==> src/rtl/core/ksc_pkg.sv <==
// shared types and constants of the kinetic scroll controller
package ksc_pkg;

   localparam int DECEL_BITS    = 8;
   localparam int LIMIT_BITS    = 12;
   localparam int CSR_DATA_BITS = 12;
   localparam int CSR_IDX_BITS  = 1;

   localparam logic [CSR_IDX_BITS-1:0] CSR_DECEL_STEP  = 1'd0;
   localparam logic [CSR_IDX_BITS-1:0] CSR_SPEED_LIMIT = 1'd1;

   localparam logic [DECEL_BITS-1:0] DECEL_RESET = 8'd1;
   localparam logic [LIMIT_BITS-1:0] LIMIT_RESET = 12'd64;

   typedef enum logic [1:0] {
      OP_PRESS   = 2'd0,
      OP_RELEASE = 2'd1,
      OP_MOVE    = 2'd2,
      OP_TICK    = 2'd3
   } op_type;

   typedef enum logic [2:0] {
      MODE_STEADY  = 3'd0,
      MODE_PRESSED = 3'd1,
      MODE_MANUAL  = 3'd2,
      MODE_AUTO    = 3'd3,
      MODE_STOP    = 3'd4
   } mode_type;

   typedef struct packed {
      logic consumed;
      logic scroll_write;
      logic replay_click;
      logic ticks_wanted;
   } rsp_flags_type;

endpackage

==> src/rtl/core/ksc_ifs.sv <==
// request and response channel interfaces of the kinetic scroll controller
interface ksc_req_if #(parameter int COORD_BITS = 16);
   logic                         valid;
   logic                         ready;
   logic [1:0]                   opcode;
   logic                         left_only;
   logic                         modifier_held;
   logic signed [COORD_BITS-1:0] pointer_x;
   logic signed [COORD_BITS-1:0] pointer_y;
   logic signed [COORD_BITS-1:0] cursor_x;
   logic signed [COORD_BITS-1:0] cursor_y;
   logic signed [COORD_BITS-1:0] scroll_now_x;
   logic signed [COORD_BITS-1:0] scroll_now_y;

   modport source (output valid, opcode, left_only, modifier_held, pointer_x, pointer_y,
                   cursor_x, cursor_y, scroll_now_x, scroll_now_y, input ready);
   modport sink (input valid, opcode, left_only, modifier_held, pointer_x, pointer_y,
                 cursor_x, cursor_y, scroll_now_x, scroll_now_y, output ready);
endinterface

interface ksc_rsp_if #(parameter int COORD_BITS = 16);
   logic                         valid;
   logic                         ready;
   logic                         consumed;
   logic                         scroll_write;
   logic signed [COORD_BITS:0]   scroll_x;
   logic signed [COORD_BITS:0]   scroll_y;
   logic                         replay_click;
   logic signed [COORD_BITS-1:0] replay_x;
   logic signed [COORD_BITS-1:0] replay_y;
   logic                         ticks_wanted;

   modport source (output valid, consumed, scroll_write, scroll_x, scroll_y, replay_click,
                   replay_x, replay_y, ticks_wanted, input ready);
   modport sink (input valid, consumed, scroll_write, scroll_x, scroll_y, replay_click,
                 replay_x, replay_y, ticks_wanted, output ready);
endinterface

==> src/rtl/core/kinetic_scroll_controller.sv <==
// kinetic scroll controller top level: request register, step logic, response register
//
//   channel | dir | handshake      | carries
//   req     | in  | valid / ready  | opcode, buttons, pointer, cursor, scroll position
//   rsp     | out | valid / ready  | consumed, scroll write, replay click, ticks wanted
//   csr     | in  | write enable   | decel_step (index 0), speed_limit (index 1)
//
// one request per cycle unless rsp stalls; rsp valid is registered from in_valid_ff.
// the step logic between the request and response registers sets the clock limit.
// synchronous active-high reset: mode steady, positions and speed zero, registers
// at their defaults; no pipeline content survives reset.
// a stalled rsp holds its payload; req keeps flowing while the request register
// can hand off to the response register.
module kinetic_scroll_controller #(
   parameter int COORD_BITS = 16
) (
   input  logic                                clock,
   input  logic                                reset,
   ksc_req_if.sink                             req,
   ksc_rsp_if.source                           rsp,
   input  logic                                csr_write_enable,
   input  logic [ksc_pkg::CSR_IDX_BITS-1:0]    csr_index,
   input  logic [ksc_pkg::CSR_DATA_BITS-1:0]   csr_write_data
);

   logic                                 in_valid_ff;
   logic                                 in_valid_in;
   ksc_pkg::op_type                      opcode_ff;
   logic                                 left_only_ff;
   logic                                 modifier_held_ff;
   logic signed [COORD_BITS-1:0]         pointer_x_ff;
   logic signed [COORD_BITS-1:0]         pointer_y_ff;
   logic signed [COORD_BITS-1:0]         cursor_x_ff;
   logic signed [COORD_BITS-1:0]         cursor_y_ff;
   logic signed [COORD_BITS-1:0]         scroll_now_x_ff;
   logic signed [COORD_BITS-1:0]         scroll_now_y_ff;

   logic [ksc_pkg::DECEL_BITS-1:0]       decel_step_ff;
   logic [ksc_pkg::LIMIT_BITS-1:0]       speed_limit_ff;

   ksc_pkg::mode_type                    mode_ff;
   ksc_pkg::mode_type                    mode_in;
   logic signed [COORD_BITS-1:0]         press_x_ff, press_x_in;
   logic signed [COORD_BITS-1:0]         press_y_ff, press_y_in;
   logic signed [COORD_BITS-1:0]         origin_x_ff, origin_x_in;
   logic signed [COORD_BITS-1:0]         origin_y_ff, origin_y_in;
   logic signed [COORD_BITS-1:0]         drag_x_ff, drag_x_in;
   logic signed [COORD_BITS-1:0]         drag_y_ff, drag_y_in;
   logic signed [COORD_BITS:0]           speed_x_ff, speed_x_in;
   logic signed [COORD_BITS:0]           speed_y_ff, speed_y_in;

   ksc_pkg::rsp_flags_type               flags_in;
   logic signed [COORD_BITS:0]           scroll_x_in;
   logic signed [COORD_BITS:0]           scroll_y_in;
   logic signed [COORD_BITS-1:0]         replay_x_in;
   logic signed [COORD_BITS-1:0]         replay_y_in;

   logic                                 rsp_valid_ff;
   logic                                 rsp_valid_in;
   ksc_pkg::rsp_flags_type               flags_ff;
   logic signed [COORD_BITS:0]           scroll_x_ff;
   logic signed [COORD_BITS:0]           scroll_y_ff;
   logic signed [COORD_BITS-1:0]         replay_x_ff;
   logic signed [COORD_BITS-1:0]         replay_y_ff;

   logic                                 advance;
   logic                                 fire;
   logic                                 req_take;

   // response register can take a new result
   assign advance  = !rsp_valid_ff || rsp.ready;
   assign fire     = in_valid_ff && advance;
   assign req.ready = !in_valid_ff || advance;
   assign req_take = req.valid && req.ready;

   assign in_valid_in  = req_take ? 1'b1 : (fire ? 1'b0 : in_valid_ff);
   assign rsp_valid_in = advance ? in_valid_ff : rsp_valid_ff;

   always_ff @(posedge clock) begin
      if (reset) begin
         in_valid_ff  <= 1'b0;
         rsp_valid_ff <= 1'b0;
      end else begin
         in_valid_ff  <= in_valid_in;
         rsp_valid_ff <= rsp_valid_in;
      end
   end

   always_ff @(posedge clock) begin
      if (req_take) begin
         opcode_ff        <= ksc_pkg::op_type'(req.opcode);
         left_only_ff     <= req.left_only;
         modifier_held_ff <= req.modifier_held;
         pointer_x_ff     <= req.pointer_x;
         pointer_y_ff     <= req.pointer_y;
         cursor_x_ff      <= req.cursor_x;
         cursor_y_ff      <= req.cursor_y;
         scroll_now_x_ff  <= req.scroll_now_x;
         scroll_now_y_ff  <= req.scroll_now_y;
      end
   end

   always_ff @(posedge clock) begin
      if (reset) begin
         decel_step_ff  <= ksc_pkg::DECEL_RESET;
         speed_limit_ff <= ksc_pkg::LIMIT_RESET;
      end else if (csr_write_enable) begin
         unique case (csr_index)
            ksc_pkg::CSR_DECEL_STEP:  decel_step_ff  <= csr_write_data[ksc_pkg::DECEL_BITS-1:0];
            ksc_pkg::CSR_SPEED_LIMIT: speed_limit_ff <= csr_write_data[ksc_pkg::LIMIT_BITS-1:0];
            default: ;
         endcase
      end
   end

   ksc_step #(
      .COORD_BITS (COORD_BITS)
   ) u_step (
      .mode          (mode_ff),
      .press_x       (press_x_ff),
      .press_y       (press_y_ff),
      .origin_x      (origin_x_ff),
      .origin_y      (origin_y_ff),
      .drag_x        (drag_x_ff),
      .drag_y        (drag_y_ff),
      .speed_x       (speed_x_ff),
      .speed_y       (speed_y_ff),
      .decel_step    (decel_step_ff),
      .speed_limit   (speed_limit_ff),
      .opcode        (opcode_ff),
      .left_only     (left_only_ff),
      .modifier_held (modifier_held_ff),
      .pointer_x     (pointer_x_ff),
      .pointer_y     (pointer_y_ff),
      .cursor_x      (cursor_x_ff),
      .cursor_y      (cursor_y_ff),
      .scroll_now_x  (scroll_now_x_ff),
      .scroll_now_y  (scroll_now_y_ff),
      .mode_next     (mode_in),
      .press_x_next  (press_x_in),
      .press_y_next  (press_y_in),
      .origin_x_next (origin_x_in),
      .origin_y_next (origin_y_in),
      .drag_x_next   (drag_x_in),
      .drag_y_next   (drag_y_in),
      .speed_x_next  (speed_x_in),
      .speed_y_next  (speed_y_in),
      .flags         (flags_in),
      .scroll_x      (scroll_x_in),
      .scroll_y      (scroll_y_in),
      .replay_x      (replay_x_in),
      .replay_y      (replay_y_in)
   );

   // engine state moves only when a request leaves the request register
   always_ff @(posedge clock) begin
      if (reset) begin
         mode_ff     <= ksc_pkg::MODE_STEADY;
         press_x_ff  <= '0;
         press_y_ff  <= '0;
         origin_x_ff <= '0;
         origin_y_ff <= '0;
         drag_x_ff   <= '0;
         drag_y_ff   <= '0;
         speed_x_ff  <= '0;
         speed_y_ff  <= '0;
      end else if (fire) begin
         mode_ff     <= mode_in;
         press_x_ff  <= press_x_in;
         press_y_ff  <= press_y_in;
         origin_x_ff <= origin_x_in;
         origin_y_ff <= origin_y_in;
         drag_x_ff   <= drag_x_in;
         drag_y_ff   <= drag_y_in;
         speed_x_ff  <= speed_x_in;
         speed_y_ff  <= speed_y_in;
      end
   end

   always_ff @(posedge clock) begin
      if (fire) begin
         flags_ff    <= flags_in;
         scroll_x_ff <= scroll_x_in;
         scroll_y_ff <= scroll_y_in;
         replay_x_ff <= replay_x_in;
         replay_y_ff <= replay_y_in;
      end
   end

   assign rsp.valid        = rsp_valid_ff;
   assign rsp.consumed     = flags_ff.consumed;
   assign rsp.scroll_write = flags_ff.scroll_write;
   assign rsp.scroll_x     = scroll_x_ff;
   assign rsp.scroll_y     = scroll_y_ff;
   assign rsp.replay_click = flags_ff.replay_click;
   assign rsp.replay_x     = replay_x_ff;
   assign rsp.replay_y     = replay_y_ff;
   assign rsp.ticks_wanted = flags_ff.ticks_wanted;

endmodule

==> src/rtl/core/ksc_step.sv <==
// one-request update of the scroll mode, positions and speed
module ksc_step #(
   parameter int COORD_BITS = 16
) (
   input  ksc_pkg::mode_type                 mode,
   input  logic signed [COORD_BITS-1:0]      press_x,
   input  logic signed [COORD_BITS-1:0]      press_y,
   input  logic signed [COORD_BITS-1:0]      origin_x,
   input  logic signed [COORD_BITS-1:0]      origin_y,
   input  logic signed [COORD_BITS-1:0]      drag_x,
   input  logic signed [COORD_BITS-1:0]      drag_y,
   input  logic signed [COORD_BITS:0]        speed_x,
   input  logic signed [COORD_BITS:0]        speed_y,
   input  logic [ksc_pkg::DECEL_BITS-1:0]    decel_step,
   input  logic [ksc_pkg::LIMIT_BITS-1:0]    speed_limit,
   input  ksc_pkg::op_type                   opcode,
   input  logic                              left_only,
   input  logic                              modifier_held,
   input  logic signed [COORD_BITS-1:0]      pointer_x,
   input  logic signed [COORD_BITS-1:0]      pointer_y,
   input  logic signed [COORD_BITS-1:0]      cursor_x,
   input  logic signed [COORD_BITS-1:0]      cursor_y,
   input  logic signed [COORD_BITS-1:0]      scroll_now_x,
   input  logic signed [COORD_BITS-1:0]      scroll_now_y,
   output ksc_pkg::mode_type                 mode_next,
   output logic signed [COORD_BITS-1:0]      press_x_next,
   output logic signed [COORD_BITS-1:0]      press_y_next,
   output logic signed [COORD_BITS-1:0]      origin_x_next,
   output logic signed [COORD_BITS-1:0]      origin_y_next,
   output logic signed [COORD_BITS-1:0]      drag_x_next,
   output logic signed [COORD_BITS-1:0]      drag_y_next,
   output logic signed [COORD_BITS:0]        speed_x_next,
   output logic signed [COORD_BITS:0]        speed_y_next,
   output ksc_pkg::rsp_flags_type            flags,
   output logic signed [COORD_BITS:0]        scroll_x,
   output logic signed [COORD_BITS:0]        scroll_y,
   output logic signed [COORD_BITS-1:0]      replay_x,
   output logic signed [COORD_BITS-1:0]      replay_y
);

   localparam int SW = COORD_BITS + 1;
   // wide enough for the speed and the unsigned limit side by side
   localparam int CW = COORD_BITS + 14;

   // clamp to +-limit, then pull toward zero by the step
   function automatic logic signed [SW-1:0] slow_down(
      input logic signed [SW-1:0]             s,
      input logic [ksc_pkg::DECEL_BITS-1:0]   a,
      input logic [ksc_pkg::LIMIT_BITS-1:0]   lim
   );
      logic signed [CW-1:0] sw;
      logic signed [CW-1:0] lw;
      logic signed [CW-1:0] aw;
      logic signed [CW-1:0] t;
      begin
         sw = CW'(s);
         lw = $signed({{(CW-ksc_pkg::LIMIT_BITS){1'b0}}, lim});
         aw = $signed({{(CW-ksc_pkg::DECEL_BITS){1'b0}}, a});
         if (sw > lw) sw = lw;
         if (sw < -lw) sw = -lw;
         if (sw > $signed(CW'(0))) begin
            t  = sw - aw;
            sw = (t > $signed(CW'(0))) ? t : '0;
         end else if (sw < $signed(CW'(0))) begin
            t  = sw + aw;
            sw = (t < $signed(CW'(0))) ? t : '0;
         end
         return sw[SW-1:0];
      end
   endfunction

   // saturate a COORD_BITS+2 value to COORD_BITS+1
   function automatic logic signed [SW-1:0] sat_out(input logic signed [SW:0] v);
      logic signed [SW-1:0] r;
      begin
         if (v[SW] != v[SW-1]) r = v[SW] ? {1'b1, {(SW-1){1'b0}}} : {1'b0, {(SW-1){1'b1}}};
         else r = v[SW-1:0];
         return r;
      end
   endfunction

   logic                 is_tick;
   logic                 mouse;
   logic                 op_press;
   logic                 op_release;
   logic                 op_move;
   logic                 auto_tick;
   logic                 manual_tick;
   logic                 manual_move;
   logic                 grab_drag;
   logic                 clear_speed;
   logic signed [SW-1:0] slow_x;
   logic signed [SW-1:0] slow_y;
   logic signed [SW-1:0] travel_x;
   logic signed [SW-1:0] travel_y;
   logic signed [SW:0]   drag_pos_x;
   logic signed [SW:0]   drag_pos_y;
   logic signed [SW:0]   coast_pos_x;
   logic signed [SW:0]   coast_pos_y;

   assign is_tick    = (opcode == ksc_pkg::OP_TICK);
   assign mouse      = !is_tick && !modifier_held;
   assign op_press   = (opcode == ksc_pkg::OP_PRESS);
   assign op_release = (opcode == ksc_pkg::OP_RELEASE);
   assign op_move    = (opcode == ksc_pkg::OP_MOVE);

   assign auto_tick   = is_tick && (mode == ksc_pkg::MODE_AUTO);
   assign manual_tick = is_tick && (mode == ksc_pkg::MODE_MANUAL);
   assign manual_move = mouse && op_move && (mode == ksc_pkg::MODE_MANUAL);
   assign grab_drag   = mouse && op_move &&
                        ((mode == ksc_pkg::MODE_PRESSED) || (mode == ksc_pkg::MODE_STOP));
   assign clear_speed = mouse && (op_press || op_release) && (mode == ksc_pkg::MODE_AUTO);

   assign slow_x = slow_down(speed_x, decel_step, speed_limit);
   assign slow_y = slow_down(speed_y, decel_step, speed_limit);

   assign travel_x    = SW'(pointer_x) - SW'(press_x);
   assign travel_y    = SW'(pointer_y) - SW'(press_y);
   assign drag_pos_x  = (SW+1)'(origin_x) - (SW+1)'(travel_x);
   assign drag_pos_y  = (SW+1)'(origin_y) - (SW+1)'(travel_y);
   assign coast_pos_x = (SW+1)'(scroll_now_x) - (SW+1)'(slow_x);
   assign coast_pos_y = (SW+1)'(scroll_now_y) - (SW+1)'(slow_y);

   // next mode
   always_comb begin
      mode_next = mode;
      if (is_tick) begin
         if (auto_tick && (slow_x == '0) && (slow_y == '0)) mode_next = ksc_pkg::MODE_STEADY;
      end else if (mouse) begin
         unique case (mode)
            ksc_pkg::MODE_STEADY: begin
               if (op_press && left_only) mode_next = ksc_pkg::MODE_PRESSED;
            end
            ksc_pkg::MODE_PRESSED: begin
               if (op_release) mode_next = ksc_pkg::MODE_STEADY;
               else if (op_move) mode_next = ksc_pkg::MODE_MANUAL;
            end
            ksc_pkg::MODE_MANUAL: begin
               if (op_release) mode_next = ksc_pkg::MODE_AUTO;
            end
            ksc_pkg::MODE_AUTO: begin
               if (op_press) mode_next = ksc_pkg::MODE_STOP;
               else if (op_release) mode_next = ksc_pkg::MODE_STEADY;
            end
            ksc_pkg::MODE_STOP: begin
               if (op_release) mode_next = ksc_pkg::MODE_STEADY;
               else if (op_move) mode_next = ksc_pkg::MODE_MANUAL;
            end
            default: mode_next = ksc_pkg::MODE_STEADY;
         endcase
      end
   end

   // consumed flag per mode
   always_comb begin
      flags.consumed = 1'b0;
      if (mouse) begin
         unique case (mode)
            ksc_pkg::MODE_STEADY:  flags.consumed = op_press && left_only;
            ksc_pkg::MODE_PRESSED: flags.consumed = op_release || op_move;
            ksc_pkg::MODE_MANUAL:  flags.consumed = op_release || op_move;
            ksc_pkg::MODE_AUTO:    flags.consumed = op_press || op_release;
            ksc_pkg::MODE_STOP:    flags.consumed = op_release || op_move;
            default:               flags.consumed = 1'b0;
         endcase
      end
   end

   // result fields and state data
   always_comb begin
      flags.scroll_write = manual_move || auto_tick;
      flags.replay_click = mouse && op_release && (mode == ksc_pkg::MODE_PRESSED);
      flags.ticks_wanted = (mode_next == ksc_pkg::MODE_MANUAL) ||
                           (mode_next == ksc_pkg::MODE_AUTO);

      scroll_x = '0;
      scroll_y = '0;
      if (manual_move) begin
         scroll_x = sat_out(drag_pos_x);
         scroll_y = sat_out(drag_pos_y);
      end else if (auto_tick) begin
         scroll_x = sat_out(coast_pos_x);
         scroll_y = sat_out(coast_pos_y);
      end

      replay_x = flags.replay_click ? press_x : '0;
      replay_y = flags.replay_click ? press_y : '0;

      press_x_next  = press_x;
      press_y_next  = press_y;
      origin_x_next = origin_x;
      origin_y_next = origin_y;
      if (mouse && op_press && left_only && (mode == ksc_pkg::MODE_STEADY)) begin
         press_x_next  = pointer_x;
         press_y_next  = pointer_y;
         origin_x_next = scroll_now_x;
         origin_y_next = scroll_now_y;
      end

      drag_x_next = drag_x;
      drag_y_next = drag_y;
      if (grab_drag || manual_tick) begin
         drag_x_next = cursor_x;
         drag_y_next = cursor_y;
      end

      speed_x_next = speed_x;
      speed_y_next = speed_y;
      if (manual_tick) begin
         speed_x_next = SW'(cursor_x) - SW'(drag_x);
         speed_y_next = SW'(cursor_y) - SW'(drag_y);
      end else if (auto_tick) begin
         speed_x_next = slow_x;
         speed_y_next = slow_y;
      end else if (clear_speed) begin
         speed_x_next = '0;
         speed_y_next = '0;
      end
   end

endmodule

==> src/flat_wrapper.sv <==
// flat-port wrapper written by rule: the top's interface ports become plain ports
module kinetic_scroll_controller_flat 
#(
   parameter int COORD_BITS = 16
)
  (clock, reset, csr_write_enable, csr_index, csr_write_data, req_valid, req_opcode, req_left_only, req_modifier_held, req_pointer_x, req_pointer_y, req_cursor_x, req_cursor_y, req_scroll_now_x, req_scroll_now_y, req_ready, rsp_valid, rsp_consumed, rsp_scroll_write, rsp_scroll_x, rsp_scroll_y, rsp_replay_click, rsp_replay_x, rsp_replay_y, rsp_ticks_wanted, rsp_ready);
  ksc_req_if #(.COORD_BITS(COORD_BITS)) req_i ();
  ksc_rsp_if #(.COORD_BITS(COORD_BITS)) rsp_i ();
  input  logic clock;
  input  logic reset;
  input  logic csr_write_enable;
  input  logic [ksc_pkg::CSR_IDX_BITS-1:0] csr_index;
  input  logic [ksc_pkg::CSR_DATA_BITS-1:0] csr_write_data;
  input wire logic [$bits(req_i.valid)-1:0] req_valid;
  input wire logic [$bits(req_i.opcode)-1:0] req_opcode;
  input wire logic [$bits(req_i.left_only)-1:0] req_left_only;
  input wire logic [$bits(req_i.modifier_held)-1:0] req_modifier_held;
  input wire logic [$bits(req_i.pointer_x)-1:0] req_pointer_x;
  input wire logic [$bits(req_i.pointer_y)-1:0] req_pointer_y;
  input wire logic [$bits(req_i.cursor_x)-1:0] req_cursor_x;
  input wire logic [$bits(req_i.cursor_y)-1:0] req_cursor_y;
  input wire logic [$bits(req_i.scroll_now_x)-1:0] req_scroll_now_x;
  input wire logic [$bits(req_i.scroll_now_y)-1:0] req_scroll_now_y;
  output wire logic [$bits(req_i.ready)-1:0] req_ready;
  output wire logic [$bits(rsp_i.valid)-1:0] rsp_valid;
  output wire logic [$bits(rsp_i.consumed)-1:0] rsp_consumed;
  output wire logic [$bits(rsp_i.scroll_write)-1:0] rsp_scroll_write;
  output wire logic [$bits(rsp_i.scroll_x)-1:0] rsp_scroll_x;
  output wire logic [$bits(rsp_i.scroll_y)-1:0] rsp_scroll_y;
  output wire logic [$bits(rsp_i.replay_click)-1:0] rsp_replay_click;
  output wire logic [$bits(rsp_i.replay_x)-1:0] rsp_replay_x;
  output wire logic [$bits(rsp_i.replay_y)-1:0] rsp_replay_y;
  output wire logic [$bits(rsp_i.ticks_wanted)-1:0] rsp_ticks_wanted;
  input wire logic [$bits(rsp_i.ready)-1:0] rsp_ready;
  assign req_i.valid = req_valid;
  assign req_i.opcode = req_opcode;
  assign req_i.left_only = req_left_only;
  assign req_i.modifier_held = req_modifier_held;
  assign req_i.pointer_x = req_pointer_x;
  assign req_i.pointer_y = req_pointer_y;
  assign req_i.cursor_x = req_cursor_x;
  assign req_i.cursor_y = req_cursor_y;
  assign req_i.scroll_now_x = req_scroll_now_x;
  assign req_i.scroll_now_y = req_scroll_now_y;
  assign req_ready = req_i.ready;
  assign rsp_valid = rsp_i.valid;
  assign rsp_consumed = rsp_i.consumed;
  assign rsp_scroll_write = rsp_i.scroll_write;
  assign rsp_scroll_x = rsp_i.scroll_x;
  assign rsp_scroll_y = rsp_i.scroll_y;
  assign rsp_replay_click = rsp_i.replay_click;
  assign rsp_replay_x = rsp_i.replay_x;
  assign rsp_replay_y = rsp_i.replay_y;
  assign rsp_ticks_wanted = rsp_i.ticks_wanted;
  assign rsp_i.ready = rsp_ready;
  kinetic_scroll_controller #(.COORD_BITS(COORD_BITS)) u_core (.clock(clock), .reset(reset), .req(req_i), .rsp(rsp_i), .csr_write_enable(csr_write_enable), .csr_index(csr_index), .csr_write_data(csr_write_data));
endmodule
==> config.mk <==
export PLATFORM = sky130hd
export DESIGN_NAME = kinetic_scroll_controller_flat
export DESIGN_NICKNAME = d
export VERILOG_FILES = /design/src/rtl/core/ksc_pkg.sv /design/src/rtl/core/ksc_ifs.sv /design/src/rtl/core/kinetic_scroll_controller.sv /design/src/rtl/core/ksc_step.sv /design/src/flat_wrapper.sv
export SDC_FILE = /design/constraint.sdc
export NUM_CORES = 1
export LEC_CHECK = 0
export ABC_AREA = 1
export BUFFER_PORTS_ARGS = -buffer_cell sky130_fd_sc_hd__buf_2
export CORE_ASPECT_RATIO = 1.5
export CORE_UTILIZATION = 50
export CTS_CLUSTER_DIAMETER = 200
export CTS_CLUSTER_SIZE = 8
export DETAILED_ROUTE_END_ITERATION = 10
export GPL_ROUTABILITY_DRIVEN = 0
export PLACE_DENSITY = 0.71
export SKIP_LAST_GASP = 1
export SLEW_MARGIN = 10
export SYNTH_ARGS = -nofsm -noshare
export SYNTH_HDL_FRONTEND = slang
export SYNTH_HIERARCHICAL = 1
export SYNTH_SLANG_ARGS = --single-unit
==> constraint.sdc <==
create_clock -name clock -period 10.88 [get_ports clock]
set_input_delay 3.264 -clock clock [delete_from_list [all_inputs] [get_ports clock]]
set_output_delay 3.264 -clock clock [all_outputs]
set_load 0.1 [all_outputs]
==> impl_metrics.env, run 1 <==
export IMPL_status="finished, final reports clean"
export IMPL_first_pass_iters=6
export IMPL_grt_usage=0.289
export IMPL_power_mw=5.22
export IMPL_p_leak_nw=13.6
export IMPL_drt_initial_drc_count=1742
export IMPL_grt_start_max_net_pins=176
export IMPL_fp_coreArea_um2=50700
export IMPL_max_clock_path_buffers=3
export IMPL_fin_nets=4140
export IMPL_die_h_um=279
export IMPL_finalInstanceArea_um2=28900
export IMPL_finalHoldViolCount=0
export IMPL_final_antenna_net_count=0
export IMPL_critPathKind="flop to flop"
export IMPL_yosysUniqueCellTypes=57
export IMPL_yosysTopAreaCell="edfxtp_1"
export IMPL_ys_async_sr_fraction=0
export IMPL_mappedNetlistArea_um2=25600
export IMPL_synth_most_common_cell="nand2_1"
export IMPL_multi_input_area_um2=15000
export IMPL_grt_pass1_wl_um=119000
export IMPL_syn_area_per_cell_um2=7.13
export IMPL_ys_dominant_reg_cell="edfxtp_1"
export IMPL_die_x_um=187
export IMPL_synth_nets=3978
export IMPL_holdBufCountCts=0
export IMPL_cts_num_sinks=325
export IMPL_end_kind="flop"
export IMPL_initial_core_util=0.506
export IMPL_rr_worst_depth=68
export IMPL_max_slew_margin=0.268
export IMPL_port_buffer_count=189
export IMPL_reg2reg_slack_ps=700
export IMPL_utilization=0.570
export IMPL_post_route_min_period_ps=10180
export IMPL_clk_latency_ps=590
export IMPL_min_to="u_core/press_x_ff[4]$_SDFFE_PP0P_"
export IMPL_root_buffer="clkbuf_16"
export IMPL_synth_edff_count=170
export IMPL_cp_common_cell="nand2_1"
export IMPL_hold_start="u_core/press_x_ff[4]$_SDFFE_PP0P_"
export IMPL_synth_area_leaders="edfxtp_1 (20%), dfxtp_1 (12%), ha_1 (11%)"
export IMPL_grt_ovfl_total=0
export IMPL_num_vias=24300
export IMPL_synthCells=3598
export IMPL_place_ws_ps=16.7
export IMPL_hold_class="flop to flop"
export IMPL_die_area_um2=52200
export IMPL_fmax_mhz=98.2
export IMPL_row_count=101
export IMPL_n_antenna_cell=0
export IMPL_antenna_found_initial=2
export IMPL_h_tree_depth=2
export IMPL_crit_family="compound AO/OA/AOI/OAI gates"
export IMPL_drive_above_1_share=0.124
export IMPL_cts_clk_slew_worst_paths_ps=60
export IMPL_crit_path_start_kind="flop"
export IMPL_powerDensity_nw_per_um2=180
export IMPL_hpwl_um=56500
export IMPL_fin_crit_sh=0.936
export IMPL_cts_inserted_buffers=46
export IMPL_worstPathArrival_ps=10490
export IMPL_cp_data_required_time_ps=11180
export IMPL_synth_seq_cells=325
export IMPL_drcViolationCount=0
export IMPL_wirelength_um=77300
export IMPL_tightest_slew_ps=1100
export IMPL_wire_per_inst_um=17.3
export IMPL_viasPerCell=5.44
export IMPL_vdd_drop_max_uv=128
export IMPL_io_pins=190
export IMPL_placedInstanceArea_um2=27100
export IMPL_n_fill_cell=4884
export IMPL_cts_tree="yes"
export IMPL_path_buf_inv=6
export IMPL_seq_area_um2=8210
export IMPL_yosysSeqAreaShare=0.320
export IMPL_drv_slew=0
export IMPL_finalSetupViolations=0
export IMPL_syn2layout_area_growth_pct=12.7
export IMPL_ys_warnings_count=6
export IMPL_path_max_fanout=24
export IMPL_min_path_cells=2
export IMPL_r2r_end="u_core/rsp.scroll_x[13]$_DFFE_PP_"
export IMPL_synth_top_cells_by_count="nand2_1 (653), inv_1 (546), nor2_1 (483)"
export IMPL_worst_path_largest_cell_delay_ps=430
export IMPL_grt_pass1_vias=22400
export IMPL_finClkSkew_ps=23.2
export IMPL_maxCapViolCount=0
export IMPL_crit_path_top_delay_cell="o21ai_0"
export IMPL_timing_rr_start="u_core/speed_limit_ff[4]$_SDFFE_PP0P_"
export IMPL_fin_ws_ps=695
export IMPL_yosys_area_top_type_share=0.199
==> flip-flops by register name, indices dropped and copies added (netlist names), 17 cells and up <==
signal / cells
u_core/rsp.scroll_x: 17
u_core/rsp.scroll_y: 17
u_core/speed_x_ff: 17
u_core/speed_y_ff: 17
==> layer usage <==
layer  vias up  part of all wire  global-route usage
li1      12100                 -                   -
met1     11100              0.37               0.317
met2       862              0.49               0.512
met3       307             0.060              0.0449
met4         0             0.078               0.201
met5         -                 0                   0
==> power by group <==
group	internal, mW	total, mW	switching, mW
Clock	0.785	1.34	0.552
Combinational	0.880	2.44	1.56
Sequential	1.37	1.44	0.0685
Total	3.03	5.22	2.18
==> tightest hold or removal path: stages, from the launching register on <==
cell and delay [ps]:
dfxtp_1 320, a21oi_1 40, nor2_1 80
==> worst max path at each step <==
stage	startpoint	end	slack, ps	cells after the start
after global placement	u_core/speed_limit_ff[2]$_SDFFE_PP0P_	u_core/rsp.scroll_x[7]$_DFFE_PP_	200	65
after global routing	u_core/speed_limit_ff[2]$_SDFFE_PP0P_	u_core/rsp.scroll_x[13]$_DFFE_PP_	-150	74
final	u_core/speed_limit_ff[4]$_SDFFE_PP0P_	u_core/rsp.scroll_x[13]$_DFFE_PP_	700	68
after detailed placement	u_core/speed_limit_ff[2]$_SDFFE_PP0P_	u_core/rsp.scroll_x[6]$_DFFE_PP_	20	66
after CTS	u_core/speed_limit_ff[2]$_SDFFE_PP0P_	u_core/rsp.scroll_x[15]$_DFFE_PP_	60	65
after floorplan	u_core/speed_limit_ff[2]$_SDFFE_PP0P_	u_core/rsp.scroll_x[10]$_DFFE_PP_	770	71
==> cells in the final DEF, fill, tap and decap left out, types with 17 or more instances in the layout <==
| cell type | Yosys | routed |
|---|---|---|
| a31oi_1 | 36 | 36 |
| a21oi_1 | 349 | 338 |
| o21ai_0 | 145 | 121 |
| clkbuf_1 | 62 | 32 |
| o21ai_1 | 10 | 18 |
| xor2_1 | 57 | 55 |
| edfxtp_1 | 170 | 170 |
| nor3_1 | 18 | 18 |
| xnor2_1 | 31 | 31 |
| fa_1 | 40 | 38 |
| o21bai_1 | 24 | 19 |
| dfxtp_1 | 155 | 152 |
| nor2_2 | 11 | 17 |
| ha_1 | 222 | 215 |
| nor2_1 | 483 | 474 |
| buf_4 | 20 | 60 |
| nand2_1 | 653 | 648 |
| clkbuf_16 | 0 | 46 |
| inv_1 | 546 | 538 |
| nand2_2 | 30 | 34 |
| nand3_1 | 313 | 311 |
| buf_2 | 53 | 191 |
==> per-stage QoR <==
stage               setup TNS (ps)  std cells  hold slack, ps
floorplan                        0       3598             452
global placement                 0       4355             459
detailed placement               0       4355             467
CTS                              0       4435             481
global route                 -1330       4461             499
finish                           0       4461             474
==> logic make-up (layout without fill, tap and decap cells) <==
kind of cell,Yosys count,in the layout,share of synthesized area
flip-flops,325,325,0.320
adder cells (fa/ha/maj),262,262,0.140
XOR/XNOR,88,88,0.0301
AO/OA/AOI/OAI,653,653,0.141
buffers and inverters,704,894,0.111
AND/OR/NAND/NOR,1566,1570,0.258
==> area by class of cell <==
cell class                      instances  area share
Multi-Input combinational cell       2573       0.518
Timing Repair inverter                  1    0.000260
Sequential cell                       325       0.284
Clock inverter                          2    0.000736
Tap cell                              669      0.0290
Inverter                              558      0.0729
Timing Repair Buffer                  255      0.0505
Clock buffer                           78      0.0440
==> repair_timing <==
action	4_1_cts	5_1_grt
cloned	0	7
resized for setup	3	111
pin swaps	0	33
endpoints found under the setup margin	9	34
buffers inserted	0	19
Power figures use the tool's default switching activity.
==> run 2: changes to the inputs <==
CAP_MARGIN = 20   (was default)
CORE_ASPECT_RATIO = default   (was 1.5)
CTS_CLUSTER_SIZE = default   (was 8)
==> run 2 against run 1 <==
Against the previous run:
- die area about the same
- clock skew increased by 1.9 ps
- final cell count decreased by 0.54%
- clock-buffer cell count decreased by 29
- clock power decreased by 4%
- critical endpoint is now u_core/rsp.scroll_y[6]$_DFFE_PP_
- highest routed layer is now met5
==> impl_metrics.env, run 2 (synthesized netlist as in run 1, its figures left out) <==
export IMPL_syn2layout_area_growth_pct=11.9
export IMPL_port_buffer_count=189
export IMPL_final_cell_mix="nand2_1 (648), inv_1 (540), nor2_1 (479), a21oi_1 (344), nand3_1 (312)"
export IMPL_maxCapViolCount=0
export IMPL_post_route_min_period_ps=10200
export IMPL_final_antenna_net_count=0
export IMPL_worstPathArrival_ps=10500
export IMPL_critPathKind="flop to flop"
export IMPL_powerDensity_nw_per_um2=176
export IMPL_grt_pass1_wl_um=112000
export IMPL_root_buffer="clkbuf_16"
export IMPL_cp_common_cell="nand2_1"
export IMPL_first_pass_iters=6
export IMPL_crit_path_top_delay_cell="dfxtp_2"
export IMPL_reg2reg_slack_ps=680
export IMPL_power_mw=5.04
export IMPL_tightest_slew_ps=1040
export IMPL_cts_num_sinks=325
export IMPL_viasPerCell=5.37
export IMPL_grt_pass1_vias=21200
export IMPL_fp_coreArea_um2=50400
export IMPL_status="finished, final reports clean"
export IMPL_hold_class="flop to flop"
export IMPL_max_clock_path_buffers=3
export IMPL_vdd_drop_max_uv=121
export IMPL_grt_usage=0.267
export IMPL_finClkSkew_ps=25.1
export IMPL_fin_ws_ps=685
export IMPL_worst_path_largest_cell_delay_ps=360
export IMPL_finalSetupViolations=0
export IMPL_row_count=82
export IMPL_cts_clk_slew_worst_paths_ps=60
export IMPL_die_area_um2=52200
export IMPL_num_vias=23800
export IMPL_io_pins=190
export IMPL_p_leak_nw=13.6
export IMPL_grt_start_max_net_pins=157
export IMPL_drive_above_1_share=0.117
export IMPL_cts_tree="yes"
export IMPL_drcViolationCount=0
export IMPL_wire_per_inst_um=16.3
export IMPL_hpwl_um=53800
export IMPL_final_common_cell="nand2_1"
export IMPL_place_ws_ps=69.7
export IMPL_end_kind="flop"
export IMPL_clk_latency_ps=570
export IMPL_timing_rr_start="u_core/speed_limit_ff[4]$_SDFFE_PP0P_"
export IMPL_h_tree_depth=2
export IMPL_hold_start="u_core/origin_x_ff[5]$_SDFFE_PP0P_"
export IMPL_crit_path_start_kind="flop"
export IMPL_placedInstanceArea_um2=27000
export IMPL_fin_nets=4116
export IMPL_min_path_cells=2
export IMPL_cts_inserted_buffers=38
export IMPL_finalHoldViolCount=0
export IMPL_drv_slew=0
export IMPL_min_to="u_core/origin_x_ff[5]$_SDFFE_PP0P_"
export IMPL_grt_ovfl_total=0
export IMPL_n_fill_cell=4813
export IMPL_drt_initial_drc_count=2177
export IMPL_max_slew_margin=0.307
export IMPL_path_max_fanout=17
export IMPL_r2r_end="u_core/rsp.scroll_y[6]$_DFFE_PP_"
export IMPL_finalInstanceArea_um2=28700
export IMPL_instances_no_fill=4437
export IMPL_cp_data_required_time_ps=11180
export IMPL_fin_crit_sh=0.937
export IMPL_die_h_um=228
export IMPL_initial_core_util=0.509
export IMPL_antenna_found_initial=2
export IMPL_wirelength_um=72200
export IMPL_rr_worst_depth=72
export IMPL_fmax_mhz=98.1
export IMPL_placed_cells=4352
export IMPL_n_antenna_cell=0
export IMPL_die_x_um=228
==> run 2: worst max-delay path, delay by kind of cell, from the launching register on <==
family / cells / cell delay (ps)
AND/OR/NAND/NOR: 38 / 3860
adder cells (fa/ha/maj): 6 / 1800
buffers and inverters: 7 / 910
AO/OA/AOI/OAI: 21 / 3040
flip-flops: 1 / 360
==> run 2: through the flow <==
| step | util | hold WS (ps) | setup TNS (ps) |
|---|---|---|---|
| 2_1_floorplan | - | 452 | 0 |
| 3_3_place_gp | 0.536 | 458 | 0 |
| 3_5_place_dp | 0.536 | 467 | 0 |
| 4_1_cts | 0.561 | 482 | 0 |
| 5_1_grt | 0.570 | 501 | -2460 |
| 6_report | 0.570 | 478 | 0 |
==> run 2: worst max-delay path by stage <==
stage,startpoint,end,slack (ps),depth (start not counted)
6_report,u_core/speed_limit_ff[4]$_SDFFE_PP0P_,u_core/rsp.scroll_y[6]$_DFFE_PP_,680,72
5_1_grt,u_core/speed_limit_ff[4]$_SDFFE_PP0P_,u_core/rsp.scroll_x[4]$_DFFE_PP_,-130,68
4_1_cts,u_core/speed_limit_ff[2]$_SDFFE_PP0P_,u_core/rsp.scroll_y[6]$_DFFE_PP_,30,68
3_5_place_dp,u_core/speed_limit_ff[2]$_SDFFE_PP0P_,u_core/rsp.scroll_y[15]$_DFFE_PP_,70,68
3_3_place_gp,u_core/speed_limit_ff[2]$_SDFFE_PP0P_,u_core/rsp.scroll_x[8]$_DFFE_PP_,170,68
2_1_floorplan,u_core/speed_limit_ff[2]$_SDFFE_PP0P_,u_core/rsp.scroll_x[10]$_DFFE_PP_,770,71
==> run 2: where the power goes <==
group          leakage, nW  switching, mW  internal, mW
combinational         10.0           1.49         0.840
clock                0.605          0.531         0.746
sequential            2.94         0.0676          1.37
total                 13.6           2.09          2.95
==> run 2: routing by layer <==
| layer | vias up | GRT usage | wire [µm] |
|---|---|---|---|
| met5 | - | 0 | 13 |
| met2 | 866 | 0.433 | 32400 |
| met1 | 10700 | 0.355 | 31600 |
| li1 | 12000 | - | - |
| met4 | 2 | 0.115 | 3140 |
| met3 | 173 | 0.0390 | 5000 |
==> run 2: final cells by class <==
type / instances / area, µm² / area share
tap: 672 / 841 / 0.0293
multi-input combinational: 2571 / 14900 / 0.520
sequential: 325 / 8210 / 0.286
timing repair buffer: 241 / 1370 / 0.0478
clock buffer: 49 / 1030 / 0.0360
inverter: 558 / 2110 / 0.0735
clock inverter: 20 / 190 / 0.00663
timing repair inverter: 1 / 7.51 / 0.000262
==> run 2: what timing repair did <==
item,CTS,global route
resized for setup,0,94
hold endpoints to repair,0,0
setup buffers,0,12
hold buffers,0,0
endpoints found under the setup margin,0,34
==> run 3: changes to the inputs <==
PLACE_DENSITY = 0.68   (was 0.71)
RECOVER_POWER = 25   (was default)
clock period = 9.41 ns   (was 10.88 ns; I/O delays follow)
==> run 3 against run 2 <==
Against the previous run:
- the run now ends with negative setup slack left
- setup slack worse by 1000 ps
- register-to-register slack worse by 1000 ps
- worst hold slack better by 1.2 ps
- highest routed layer is now met4
- power up 34%
- largest power group unchanged
- clock power up 14%
- sequential power up 15%
- flip-flop and latch count unchanged
- clock-buffer cell count up 3
==> impl_metrics.env, run 3 (synthesized netlist as in run 1, its figures left out) <==
export IMPL_utilization=0.628
export IMPL_crit_path_start_kind="flop"
export IMPL_place_ws_ps=-520
export IMPL_grt_pass1_wl_um=119000
export IMPL_antenna_found_initial=0
export IMPL_final_cell_mix="nand2_1 (624), inv_1 (524), nor2_1 (474), buf_4 (348), a21oi_1 (330)"
export IMPL_h_tree_depth=2
export IMPL_port_buffer_count=189
export IMPL_n_fill_cell=4498
export IMPL_die_area_um2=52200
export IMPL_hold_class="flop to flop"
export IMPL_path_buf_inv=8
export IMPL_powerDensity_nw_per_um2=213
export IMPL_die_h_um=228
export IMPL_wirelength_um=78600
export IMPL_grt_start_max_net_pins=135
export IMPL_final_antenna_net_count=0
export IMPL_seq_area_um2=8220
export IMPL_tightest_slew_ps=1040
export IMPL_drcViolationCount=0
export IMPL_crit_family="simple AND/OR/NAND/NOR gates"
export IMPL_p_leak_nw=15.1
export IMPL_worst_path_largest_cell_delay_ps=330
export IMPL_finalHoldViolCount=0
export IMPL_io_pins=190
export IMPL_grt_ovfl_total=0
export IMPL_worstPathArrival_ps=10060
export IMPL_cts_num_sinks=325
export IMPL_status="finished with violations"
export IMPL_syn2layout_area_growth_pct=23.4
export IMPL_crit_path_top_delay_cell="dfxtp_2"
export IMPL_die_x_um=228
export IMPL_max_clock_path_buffers=3
export IMPL_instances_no_fill=4748
export IMPL_multi_input_area_um2=15500
export IMPL_root_buffer="clkbuf_16"
export IMPL_cts_tree="yes"
export IMPL_end_kind="flop"
export IMPL_grt_usage=0.286
export IMPL_fin_crit_sh=1.04
export IMPL_cts_clk_slew_worst_paths_ps=60
export IMPL_wire_per_inst_um=16.6
export IMPL_fmax_mhz=102
export IMPL_vdd_drop_max_uv=154
export IMPL_initial_core_util=0.509
export IMPL_cts_inserted_buffers=37
export IMPL_hold_slack_ps=479
export IMPL_drv_slew=0
export IMPL_fp_coreArea_um2=50400
export IMPL_drt_initial_drc_count=2177
export IMPL_fin_ws_ps=-359
export IMPL_max_slew_margin=0.304
export IMPL_final_common_cell="nand2_1"
export IMPL_finalSetupViolations=33
export IMPL_hpwl_um=57300
export IMPL_rsz0062_at_grt="true"
export IMPL_grt_pass1_vias=22500
export IMPL_placed_cells=4595
export IMPL_maxCapViolCount=0
export IMPL_drive_above_1_share=0.207
export IMPL_num_vias=25400
export IMPL_critPathKind="flop to flop"
export IMPL_path_max_fanout=8
export IMPL_holdBufCountCts=0
export IMPL_finClkSkew_ps=26.5
export IMPL_fin_nets=4427
export IMPL_row_count=82
export IMPL_clk_latency_ps=570
export IMPL_first_pass_iters=5
export IMPL_post_route_min_period_ps=9770
export IMPL_violations="negative setup slack"
export IMPL_viasPerCell=5.36
export IMPL_cp_data_required_time_ps=9700
export IMPL_n_antenna_cell=0
==> run 3: final timing paths <==
path,depth (start not counted),startpoint,to,slack [ps]
max,75,u_core/speed_limit_ff[1]$_SDFFE_PP0P_,u_core/rsp.scroll_x[12]$_DFFE_PP_,-360
min,2,u_core/press_x_ff[9]$_SDFFE_PP0P_,u_core/press_x_ff[9]$_SDFFE_PP0P_,480
max reg2reg,75,u_core/speed_limit_ff[1]$_SDFFE_PP0P_,u_core/rsp.scroll_x[12]$_DFFE_PP_,-360
min reg2reg,2,u_core/press_x_ff[9]$_SDFFE_PP0P_,u_core/press_x_ff[9]$_SDFFE_PP0P_,480
==> run 3: what timing repair did <==
item / in CTS / in global routing
endpoints found under the setup margin: 32 / 34
setup buffers: 48 / 31
resized for setup: 51 / 157
pin swaps: 24 / 50
cloned: 3 / 3
==> run 3: power by group <==
part / internal [mW] / total [mW] / switching, mW
logic: 1.63 / 3.64 / 2.01
clock network: 0.853 / 1.46 / 0.608
registers: 1.58 / 1.65 / 0.0698
==> run 3: tightest hold or removal path: stages, from the launching register on <==
cell	delay (ps)
dfxtp_1	320
a21oi_1	40
nor2_1	80
==> run 3: routing by layer <==
metal	share of wire	track usage	up-vias	routed length, µm
met4	0.051	0.138	0	3970
li1	-	-	12700	-
met1	0.42	0.374	11600	33200
met5	0	0	-	0
met3	0.068	0.0425	205	5320
met2	0.46	0.464	935	36200
==> run 3: final cells by class <==
type | instances | area share
tap | 672 | 0.0266
clock buffer | 52 | 0.0336
timing repair buffer | 552 | 0.119
sequential | 325 | 0.260
clock inverter | 16 | 0.00514
multi-input combinational | 2572 | 0.489
inverter | 558 | 0.0667
timing repair inverter | 1 | 0.000237
==> run 3: per-stage QoR <==
stage	power (mW)	cell area, µm²	TNS (ps)
2_1_floorplan	3.62	25700	-781
3_3_place_gp	4.73	28900	-5930
3_5_place_dp	4.75	28900	-9960
4_1_cts	6.42	30800	-92.4
5_1_grt	7.17	31600	-30280
6_report	6.75	31600	-9090
